[src/sv/vfra_pkg.sv]
// Shared types and constants for the variable frame ring allocator.
// Used by vfra_ctrl, vfra_dpath and the top level; depends on nothing.
`default_nettype none

package vfra_pkg;

  // Descriptor queue geometry.
  localparam int MAX_FRAMES = 32;
  localparam int FIFO_AW    = $clog2(MAX_FRAMES);
  localparam int COUNT_W    = $clog2(MAX_FRAMES + 1);

  // Field widths.
  localparam int POS_W  = 16;
  localparam int REQ_W  = 3;
  localparam int STAT_W = 3;

  // Ring size after reset.
  localparam logic [POS_W-1:0] BUFFER_SIZE_RESET = 16'd4096;

  // Request codes.
  typedef enum logic [REQ_W-1:0] {
    REQ_RESERVE = 3'd0,
    REQ_COMMIT  = 3'd1,
    REQ_CANCEL  = 3'd2,
    REQ_PEEK    = 3'd3,
    REQ_POP     = 3'd4,
    REQ_RELEASE = 3'd5,
    REQ_RESET   = 3'd6
  } req_e;

  // Status codes.
  typedef enum logic [STAT_W-1:0] {
    ST_OK         = 3'd0,
    ST_NO_SPACE   = 3'd1,
    ST_NO_RESERVE = 3'd2,
    ST_QUEUE_FULL = 3'd3,
    ST_EMPTY      = 3'd4,
    ST_NO_HOLD    = 3'd5,
    ST_ZERO_SIZE  = 3'd6
  } status_e;

  // Controller states.
  typedef enum logic [1:0] {
    S_IDLE,
    S_FETCH,
    S_EXEC
  } state_t;

  // Commands from the controller to the datapath.
  typedef struct packed {
    logic capture;  // latch the request beat
    logic execute;  // apply the request and load the result register
  } cmd_t;

endpackage

`default_nettype wire

[src/sv/variable_frame_ring_allocator.sv]
// Offset allocator for variable-length frames held back to back in a byte ring, with a
// queue of up to 32 frame descriptors. Each request beat produces exactly one result beat.
// A request is accepted in S_IDLE, waits in S_FETCH for the registered read of the front
// descriptor from the queue memory, and executes in S_EXEC, which loads the result register;
// the next request is accepted in the cycle after execution, so a new request is not taken
// until the one before it has executed.
// A result waiting in the output register does not block acceptance of the next request;
// execution of that request waits until the output register frees up. The ring size
// register resets to 4096 bytes and should only be written while no request is in flight.
// Depends on vfra_pkg, vfra_ctrl and vfra_dpath.
`default_nettype none

module variable_frame_ring_allocator (
  input  wire logic                         clk,
  input  wire logic                         rst,
  input  wire logic                         cfg_wr_en,
  input  wire logic [vfra_pkg::POS_W-1:0]   cfg_wr_data,
  input  wire logic                         in_valid,
  output logic                              in_ready,
  input  wire logic [vfra_pkg::REQ_W-1:0]   req_type,
  input  wire logic [vfra_pkg::POS_W-1:0]   req_size,
  output logic                              out_valid,
  input  wire logic                         out_ready,
  output logic      [vfra_pkg::STAT_W-1:0]  status,
  output logic      [vfra_pkg::POS_W-1:0]   frame_offset,
  output logic      [vfra_pkg::POS_W-1:0]   frame_length,
  output logic      [vfra_pkg::COUNT_W-1:0] frames_queued
);
  import vfra_pkg::*;

  cmd_t cmd;

  // Request sequencing.
  vfra_ctrl u_ctrl (
    .clk       (clk),
    .rst       (rst),
    .in_valid  (in_valid),
    .in_ready  (in_ready),
    .out_valid (out_valid),
    .out_ready (out_ready),
    .cmd       (cmd)
  );

  // Pointers, descriptor queue and result.
  vfra_dpath u_dpath (
    .clk           (clk),
    .rst           (rst),
    .cmd           (cmd),
    .cfg_wr_en     (cfg_wr_en),
    .cfg_wr_data   (cfg_wr_data),
    .req_type      (req_type),
    .req_size      (req_size),
    .status        (status),
    .frame_offset  (frame_offset),
    .frame_length  (frame_length),
    .frames_queued (frames_queued)
  );

endmodule

`default_nettype wire

[src/sv/vfra_ctrl.sv]
// Controller for the frame ring allocator: sequences fetch and execute of one request.
// Depends on vfra_pkg.
`default_nettype none

module vfra_ctrl (
  input  wire logic          clk,
  input  wire logic          rst,
  input  wire logic          in_valid,
  output logic               in_ready,
  output logic               out_valid,
  input  wire logic          out_ready,
  output vfra_pkg::cmd_t     cmd
);
  import vfra_pkg::*;

  state_t state;
  state_t state_next;
  logic   slot_free;

  // The result register can take a new beat when empty or being drained.
  assign slot_free = !out_valid || out_ready;

  // State register and result valid flag.
  always_ff @(posedge clk) begin
    if (rst) begin
      state     <= S_IDLE;
      out_valid <= 1'b0;
    end else begin
      state <= state_next;
      if (cmd.execute) begin
        out_valid <= 1'b1;
      end else if (out_ready) begin
        out_valid <= 1'b0;
      end
    end
  end

  // Next state.
  always_comb begin
    state_next = state;
    unique case (state)
      S_IDLE: begin
        if (in_valid) state_next = S_FETCH;
      end
      S_FETCH: begin
        state_next = S_EXEC;
      end
      S_EXEC: begin
        if (slot_free) state_next = S_IDLE;
      end
      default: state_next = S_IDLE;
    endcase
  end

  // Outputs.
  always_comb begin
    in_ready    = 1'b0;
    cmd.capture = 1'b0;
    cmd.execute = 1'b0;
    unique case (state)
      S_IDLE: begin
        in_ready    = 1'b1;
        cmd.capture = in_valid;
      end
      S_FETCH: begin
      end
      S_EXEC: begin
        cmd.execute = slot_free;
      end
      default: begin
      end
    endcase
  end

endmodule

`default_nettype wire

[src/sv/vfra_dpath.sv]
// Datapath for the frame ring allocator: ring pointers, reservation, descriptor queue
// memory and result register. Depends on vfra_pkg.
`default_nettype none

module vfra_dpath (
  input  wire logic                         clk,
  input  wire logic                         rst,
  input  wire vfra_pkg::cmd_t               cmd,
  input  wire logic                         cfg_wr_en,
  input  wire logic [vfra_pkg::POS_W-1:0]   cfg_wr_data,
  input  wire logic [vfra_pkg::REQ_W-1:0]   req_type,
  input  wire logic [vfra_pkg::POS_W-1:0]   req_size,
  output logic      [vfra_pkg::STAT_W-1:0]  status,
  output logic      [vfra_pkg::POS_W-1:0]   frame_offset,
  output logic      [vfra_pkg::POS_W-1:0]   frame_length,
  output logic      [vfra_pkg::COUNT_W-1:0] frames_queued
);
  import vfra_pkg::*;

  // Configuration and request registers.
  logic [POS_W-1:0]   buffer_size;
  logic [REQ_W-1:0]   req_q;
  logic [POS_W-1:0]   size_q;

  // Allocator state.
  logic [POS_W-1:0]   rear_pos,       rear_pos_next;
  logic [POS_W-1:0]   front_pos,      front_pos_next;
  logic               reserved_valid, reserved_valid_next;
  logic [POS_W-1:0]   reserved_pos,   reserved_pos_next;
  logic [POS_W-1:0]   reserved_len,   reserved_len_next;
  logic               front_held,     front_held_next;
  logic [FIFO_AW-1:0] fifo_head,      fifo_head_next;
  logic [FIFO_AW-1:0] fifo_tail,      fifo_tail_next;
  logic [COUNT_W-1:0] fifo_count,     fifo_count_next;

  // Descriptor memory: offset in the low half, length in the high half.
  logic [2*POS_W-1:0] desc_mem [MAX_FRAMES];
  logic [2*POS_W-1:0] desc_rd;
  logic               desc_we;
  logic [2*POS_W-1:0] desc_wd;

  // Result of the request under execution.
  logic [STAT_W-1:0]  res_status;
  logic [POS_W-1:0]   res_offset;
  logic [POS_W-1:0]   res_length;

  // Helpers for reserve placement.
  logic [POS_W-1:0]   room_end;
  logic [POS_W-1:0]   gap_mid;
  logic [POS_W-1:0]   front_end;

  assign room_end  = (buffer_size > rear_pos) ? buffer_size - rear_pos : '0;
  assign gap_mid   = front_pos - rear_pos;
  assign front_end = desc_rd[POS_W-1:0] + desc_rd[2*POS_W-1:POS_W];

  // Configuration and request capture.
  always_ff @(posedge clk) begin
    if (rst) begin
      buffer_size <= BUFFER_SIZE_RESET;
    end else if (cfg_wr_en) begin
      buffer_size <= cfg_wr_data;
    end
  end

  always_ff @(posedge clk) begin
    if (cmd.capture) begin
      req_q  <= req_type;
      size_q <= req_size;
    end
  end

  // Descriptor memory: one write port at the tail, registered read at the head.
  always_ff @(posedge clk) begin
    if (desc_we) begin
      desc_mem[fifo_tail] <= desc_wd;
    end
    desc_rd <= desc_mem[fifo_head];
  end

  // Request decode and state update.
  always_comb begin
    rear_pos_next       = rear_pos;
    front_pos_next      = front_pos;
    reserved_valid_next = reserved_valid;
    reserved_pos_next   = reserved_pos;
    reserved_len_next   = reserved_len;
    front_held_next     = front_held;
    fifo_head_next      = fifo_head;
    fifo_tail_next      = fifo_tail;
    fifo_count_next     = fifo_count;
    desc_we             = 1'b0;
    desc_wd             = {size_q, reserved_pos};
    res_status          = ST_OK;
    res_offset          = '0;
    res_length          = '0;

    unique case (req_q)
      REQ_RESERVE: begin
        if (size_q == '0) begin
          res_status = ST_ZERO_SIZE;
        end else begin
          reserved_valid_next = 1'b0;
          res_status          = ST_NO_SPACE;
          if (rear_pos > front_pos || (rear_pos == front_pos && fifo_count == '0)) begin
            // Free space runs to the end of the ring, then wraps before the front.
            if (room_end >= size_q) begin
              reserved_valid_next = 1'b1;
              reserved_pos_next   = rear_pos;
              res_offset          = rear_pos;
              res_status          = ST_OK;
            end else if (front_pos >= size_q) begin
              reserved_valid_next = 1'b1;
              reserved_pos_next   = '0;
              res_status          = ST_OK;
            end
          end else if (rear_pos < front_pos) begin
            // Free space is the gap between rear and front.
            if (gap_mid >= size_q) begin
              reserved_valid_next = 1'b1;
              reserved_pos_next   = rear_pos;
              res_offset          = rear_pos;
              res_status          = ST_OK;
            end
          end
          if (res_status == ST_OK) begin
            reserved_len_next = size_q;
          end
        end
      end
      REQ_COMMIT: begin
        if (!reserved_valid) begin
          res_status = ST_NO_RESERVE;
        end else if (size_q == '0) begin
          res_status = ST_ZERO_SIZE;
        end else if (size_q > reserved_len) begin
          res_status = ST_NO_RESERVE;
        end else if (fifo_count >= COUNT_W'(MAX_FRAMES)) begin
          res_status = ST_QUEUE_FULL;
        end else begin
          desc_we             = 1'b1;
          fifo_tail_next      = (fifo_tail == FIFO_AW'(MAX_FRAMES - 1)) ? '0 : fifo_tail + 1'b1;
          fifo_count_next     = fifo_count + 1'b1;
          rear_pos_next       = reserved_pos + size_q;
          res_offset          = reserved_pos;
          reserved_valid_next = 1'b0;
          reserved_pos_next   = '0;
          reserved_len_next   = '0;
        end
      end
      REQ_CANCEL: begin
        if (!reserved_valid) begin
          res_status = ST_NO_RESERVE;
        end else begin
          reserved_valid_next = 1'b0;
          reserved_pos_next   = '0;
          reserved_len_next   = '0;
        end
      end
      REQ_PEEK: begin
        front_held_next = 1'b0;
        if (fifo_count == '0) begin
          res_status = ST_EMPTY;
        end else begin
          res_offset      = desc_rd[POS_W-1:0];
          res_length      = desc_rd[2*POS_W-1:POS_W];
          front_held_next = 1'b1;
        end
      end
      REQ_POP: begin
        if (!front_held) begin
          res_status = ST_NO_HOLD;
        end else begin
          front_held_next = 1'b0;
          if (fifo_count == '0) begin
            res_status = ST_EMPTY;
          end else begin
            res_offset      = desc_rd[POS_W-1:0];
            res_length      = desc_rd[2*POS_W-1:POS_W];
            fifo_head_next  = (fifo_head == FIFO_AW'(MAX_FRAMES - 1)) ? '0 : fifo_head + 1'b1;
            fifo_count_next = fifo_count - 1'b1;
            front_pos_next  = front_end;
          end
        end
      end
      REQ_RELEASE: begin
        if (!front_held) begin
          res_status = ST_NO_HOLD;
        end else begin
          front_held_next = 1'b0;
        end
      end
      REQ_RESET: begin
        rear_pos_next       = '0;
        front_pos_next      = '0;
        reserved_valid_next = 1'b0;
        reserved_pos_next   = '0;
        reserved_len_next   = '0;
        front_held_next     = 1'b0;
        fifo_head_next      = '0;
        fifo_tail_next      = '0;
        fifo_count_next     = '0;
      end
      default: begin
      end
    endcase
  end

  // Allocator state registers.
  always_ff @(posedge clk) begin
    if (rst) begin
      rear_pos       <= '0;
      front_pos      <= '0;
      reserved_valid <= 1'b0;
      reserved_pos   <= '0;
      reserved_len   <= '0;
      front_held     <= 1'b0;
      fifo_head      <= '0;
      fifo_tail      <= '0;
      fifo_count     <= '0;
    end else if (cmd.execute) begin
      rear_pos       <= rear_pos_next;
      front_pos      <= front_pos_next;
      reserved_valid <= reserved_valid_next;
      reserved_pos   <= reserved_pos_next;
      reserved_len   <= reserved_len_next;
      front_held     <= front_held_next;
      fifo_head      <= fifo_head_next;
      fifo_tail      <= fifo_tail_next;
      fifo_count     <= fifo_count_next;
    end
  end

  // Result register.
  always_ff @(posedge clk) begin
    if (cmd.execute) begin
      status        <= res_status;
      frame_offset  <= res_offset;
      frame_length  <= res_length;
      frames_queued <= fifo_count_next;
    end
  end

endmodule

`default_nettype wire
[config.mk]
export PLATFORM = sky130hd
export DESIGN_NAME = variable_frame_ring_allocator
export DESIGN_NICKNAME = d
export VERILOG_FILES = /design/src/sv/vfra_pkg.sv /design/src/sv/variable_frame_ring_allocator.sv /design/src/sv/vfra_ctrl.sv /design/src/sv/vfra_dpath.sv
export SDC_FILE = /design/constraint.sdc
export NUM_CORES = 1
export LEC_CHECK = 0
export ABC_AREA = 1
export BUFFER_PORTS_ARGS = -buffer_cell sky130_fd_sc_hd__clkbuf_2
export CORE_MARGIN = 5
export CORE_UTILIZATION = 50
export DETAILED_ROUTE_END_ITERATION = 12
export PLACE_DENSITY = 0.66
export SKIP_LAST_GASP = 1
export SYNTH_ARGS = -nofsm -noshare
export SYNTH_HDL_FRONTEND = slang
export SYNTH_SLANG_ARGS = --single-unit
[constraint.sdc]
create_clock -name clk -period 5.5 [get_ports clk]
set_input_delay 0.55 -clock clk [delete_from_list [all_inputs] [get_ports clk]]
set_output_delay 0.55 -clock clk [all_outputs]
set_load 0.02 [all_outputs]
==> flow_metrics.tcl <==
set metrics [dict create \
    grtUsageTotal_pct 27.70 \
    drive_gt1_share_pct 9.609 \
    yosys_warnings 0 \
    post-route-min-period_ps 4878 \
    h-tree-depth 3 \
    worstSetupStartpointType "register" \
    synth_seq_area_share_pct 67.90 \
    synth-compound-area-share_pct 13.69 \
    core_um2 103300 \
    finalSetupTns_ps 0 \
    syn_avg_cell_area_um2 11.59 \
    synthCells 4475 \
    synth_fp_nets 4655 \
    power_leakage_nw 19.85 \
    ant_nets 0 \
    clockRootBuffer "clkbuf_16" \
    numCtsBuffers 120 \
    ys.flop_type "edfxtp_1" \
    cts.sink_count 1217 \
    worstRegToRegCells 32 \
    synth_edf_count 1084 \
    dieHeight_um 332.1 \
    fmax_mhz 205.0 \
    power_density_nw_per_um2 322.4 \
    start_util_pct 50.18 \
    synth-seq-cells 1217 \
    antenna_found_initial 1 \
    cts.clk_slew.worst_paths_ps 60 \
    clock_path_buffers 3 \
    hold_class "input pin to register" \
    synth_top_area_share_pct 62.76 \
    via_count 37067 \
    synth_top_family_by_area "compound AO/OA/AOI/OAI gates" \
    critPathKind "register to register" \
    gp_congestion 0.9567 \
    die_area_um2 110300 \
    drt_iter0_markers 4501 \
    worstHoldPathCells 3 \
    ys_top_cells_by_area "edfxtp_1, o21ai_0, nor2_1" \
    drv_slew 0 \
    grt_max_degree 173 \
    place_hpwl_um 87610 \
    rsz0062_at_grt "false" \
    cpPeakStageDelay_ps 420 \
    synth_area_um2 51860 \
    muxShareOfSynthArea_pct 0 \
    drc 0 \
    design_area_um2 58480 \
    dpl_cell_area_um2 54510 \
    timing.final.ws_setup_ps 622.4 \
    cts_tree "yes" \
    ys_types 50 \
    rows 118 \
    cap_violations 0 \
    cpMaxStageDelayCell "dfxtp_1" \
    worst_slew_pin_slew_ps 1145 \
    vias_per_cell 6.145 \
    routed_wl_um 157000 \
    crit_path_end_kind "register" \
    cts_setup_buffers 0 \
    pre_cts_slack_ps 703.7 \
    wl_per_cell_um 26.03 \
    finalNetCount 4730 \
    synth_area_leader_cell "edfxtp_1" \
    post_synth_and_or_nand_nor_area_fraction_pct 10.92 \
    gr-total-overflow 0 \
    io_buffers 82 \
    layout-area-overhead-vs-synth_pct 12.75 \
    met3_length_um 14840 \
    vdd_drop_max_uv 320.4 \
    routed-wl-met2_um 72400 \
    die_width_um 332.1 \
    synth_xor_area_share_pct 0.5742 \
    fin_hold_ws_ps 65.04 \
    num_io_pins 83 \
    maxSlewHeadroom_pct 23.59 \
    status "finished clean" \
    critical_path_required_ps 6120 \
    arrival_ps 5500 \
    top_layer "met5" \
    setup_violations 0 \
    synth-adder-area-share_pct 3.435 \
    grt_pass1_vias 35033 \
    met1_length_um 63660 \
    grt_pass1_wl_um 229900 \
    async_flop_share_pct 0 \
    antenna_cells 0 \
    final_hold_viol_count 0 \
    final.period_utilization_pct 88.68 \
    clock_skew_ps 31.88 \
    worst_skew_pair.late_latency_ps 730 \
    crit_path_frequent_cell "nand2_1" \
    worst-path-max-fanout 42 \
    dr.pass1.iters 6 \
]
-- metal layers --
layer  vias up  GRT usage, %
li1      16552             -
met1     18220         39.10
met2      1940         44.21
met3       353         4.417
met4         2         9.644
met5         -             0
-- worst max-delay path: cells and delay by family, from the launching register on --
| family | cells | cell delay (ps) |
|---|---|---|
| AO/OA/AOI/OAI | 5 | 640 |
| adder cells (fa/ha/maj) | 3 | 860 |
| buffers and inverters | 6 | 640 |
| flip-flops | 1 | 420 |
| AND/OR/NAND/NOR | 18 | 2210 |
-- cells by family (layout without fill, tap and decap cells) --
family	after synthesis	in the layout
DFF	1217	1217
AOI/OAI and AO/OA	1245	1245
adders and majority gates	140	140
xor gates and xnor gates	34	34
buffers and inverters	461	638
and+or+nand+nor	1378	1378
-- area by class of cell --
type                    count  area, um2
inverters                 196      752.0
multi-input cells        2797      15090
clock buffers             168       3344
repair buffers            218       1904
clock inverters            56      437.9
fillers                  8593      44870
well taps                1380       1727
flip-flops and latches   1217      35230
-- synthesized netlist by cell type, drive strengths merged (57+ instances only) --
library cell  instances
o221ai              128
o21ai               719
nor2                765
nand3               213
inv                 193
clkbuf              208
a21oi               188
edfxtp             1084
ha                  136
nand2               327
o22ai               128
buf                  57
dfxtp               133
-- metrics by stage --
stage               utilization (%)  instances  power (mW)
floorplan                         -       4475       10.82
global placement              52.74       5789       11.09
detailed placement            52.74       5789       11.10
CTS                           56.58       6032       18.91
global route                  56.58       6032       19.43
finish                        56.58       6032       18.85
-- state kept, by name (all words and copies together), names as in the netlist --
register,flops
u_ctrl.out_valid,1
u_ctrl.state,2
u_dpath.buffer_size,16
u_dpath.desc_mem,1024
u_dpath.desc_rd,32
u_dpath.fifo_count,6
u_dpath.fifo_head,5
u_dpath.fifo_tail,5
u_dpath.frame_length,16
u_dpath.frame_offset,16
u_dpath.frames_queued,6
u_dpath.front_held,1
u_dpath.front_pos,16
u_dpath.rear_pos,16
u_dpath.req_q,3
u_dpath.reserved_len,16
u_dpath.reserved_pos,16
u_dpath.reserved_valid,1
u_dpath.size_q,16
u_dpath.status,3
-- layout by cell type, fill, tap and decap left out, drive strengths merged, types with 7 or more instances in the layout --
cell         netlist  routed
dfxtp            133     133
a21o               8       8
nor2             765     765
clkbuf           208     250
xor2              21      21
or2                7       7
inv              193     198
nand3            213     213
o211ai            38      38
xnor2             13      13
a21boi            12      12
buf               57     117
nor3              28      28
o21ai            719     719
edfxtp          1084    1084
clkinv             3      48
o221ai           128     128
o22ai            128     128
nand4             26      26
a21oi            188     188
dlygate4sd3        0      19
nand2            327     327
ha               136     136
-- timing repair --
action | 4_1_cts | 5_1_grt
hold endpoints to repair | 19 | 0
setup endpoints to repair | 0 | 0
hold buffers | 19 | 0
gates resized for setup | 0 | 0
-- worst paths after layout --
check                                    startpoint                                     to  slack [ps]
hold reg to reg   u_dpath.front_pos[0]$_SDFFE_PP0P_      u_dpath.front_pos[0]$_SDFFE_PP0P_         460
setup reg to reg   u_dpath.rear_pos[0]$_SDFFE_PP0P_  u_dpath.reserved_len[12]$_SDFFE_PP0P_         620
setup / recovery   u_dpath.rear_pos[0]$_SDFFE_PP0P_  u_dpath.reserved_len[12]$_SDFFE_PP0P_         620
hold / removal                      cfg_wr_data[12]   u_dpath.buffer_size[12]$_SDFFE_PP1P_          70
-- report_power, final --
part,switching [mW],internal [mW],total [mW]
Clock,3.50,4.42,7.92
Combinational,0.579,0.235,0.814
Sequential,0.0533,10.1,10.1
(Power assumes the default switching activity.)
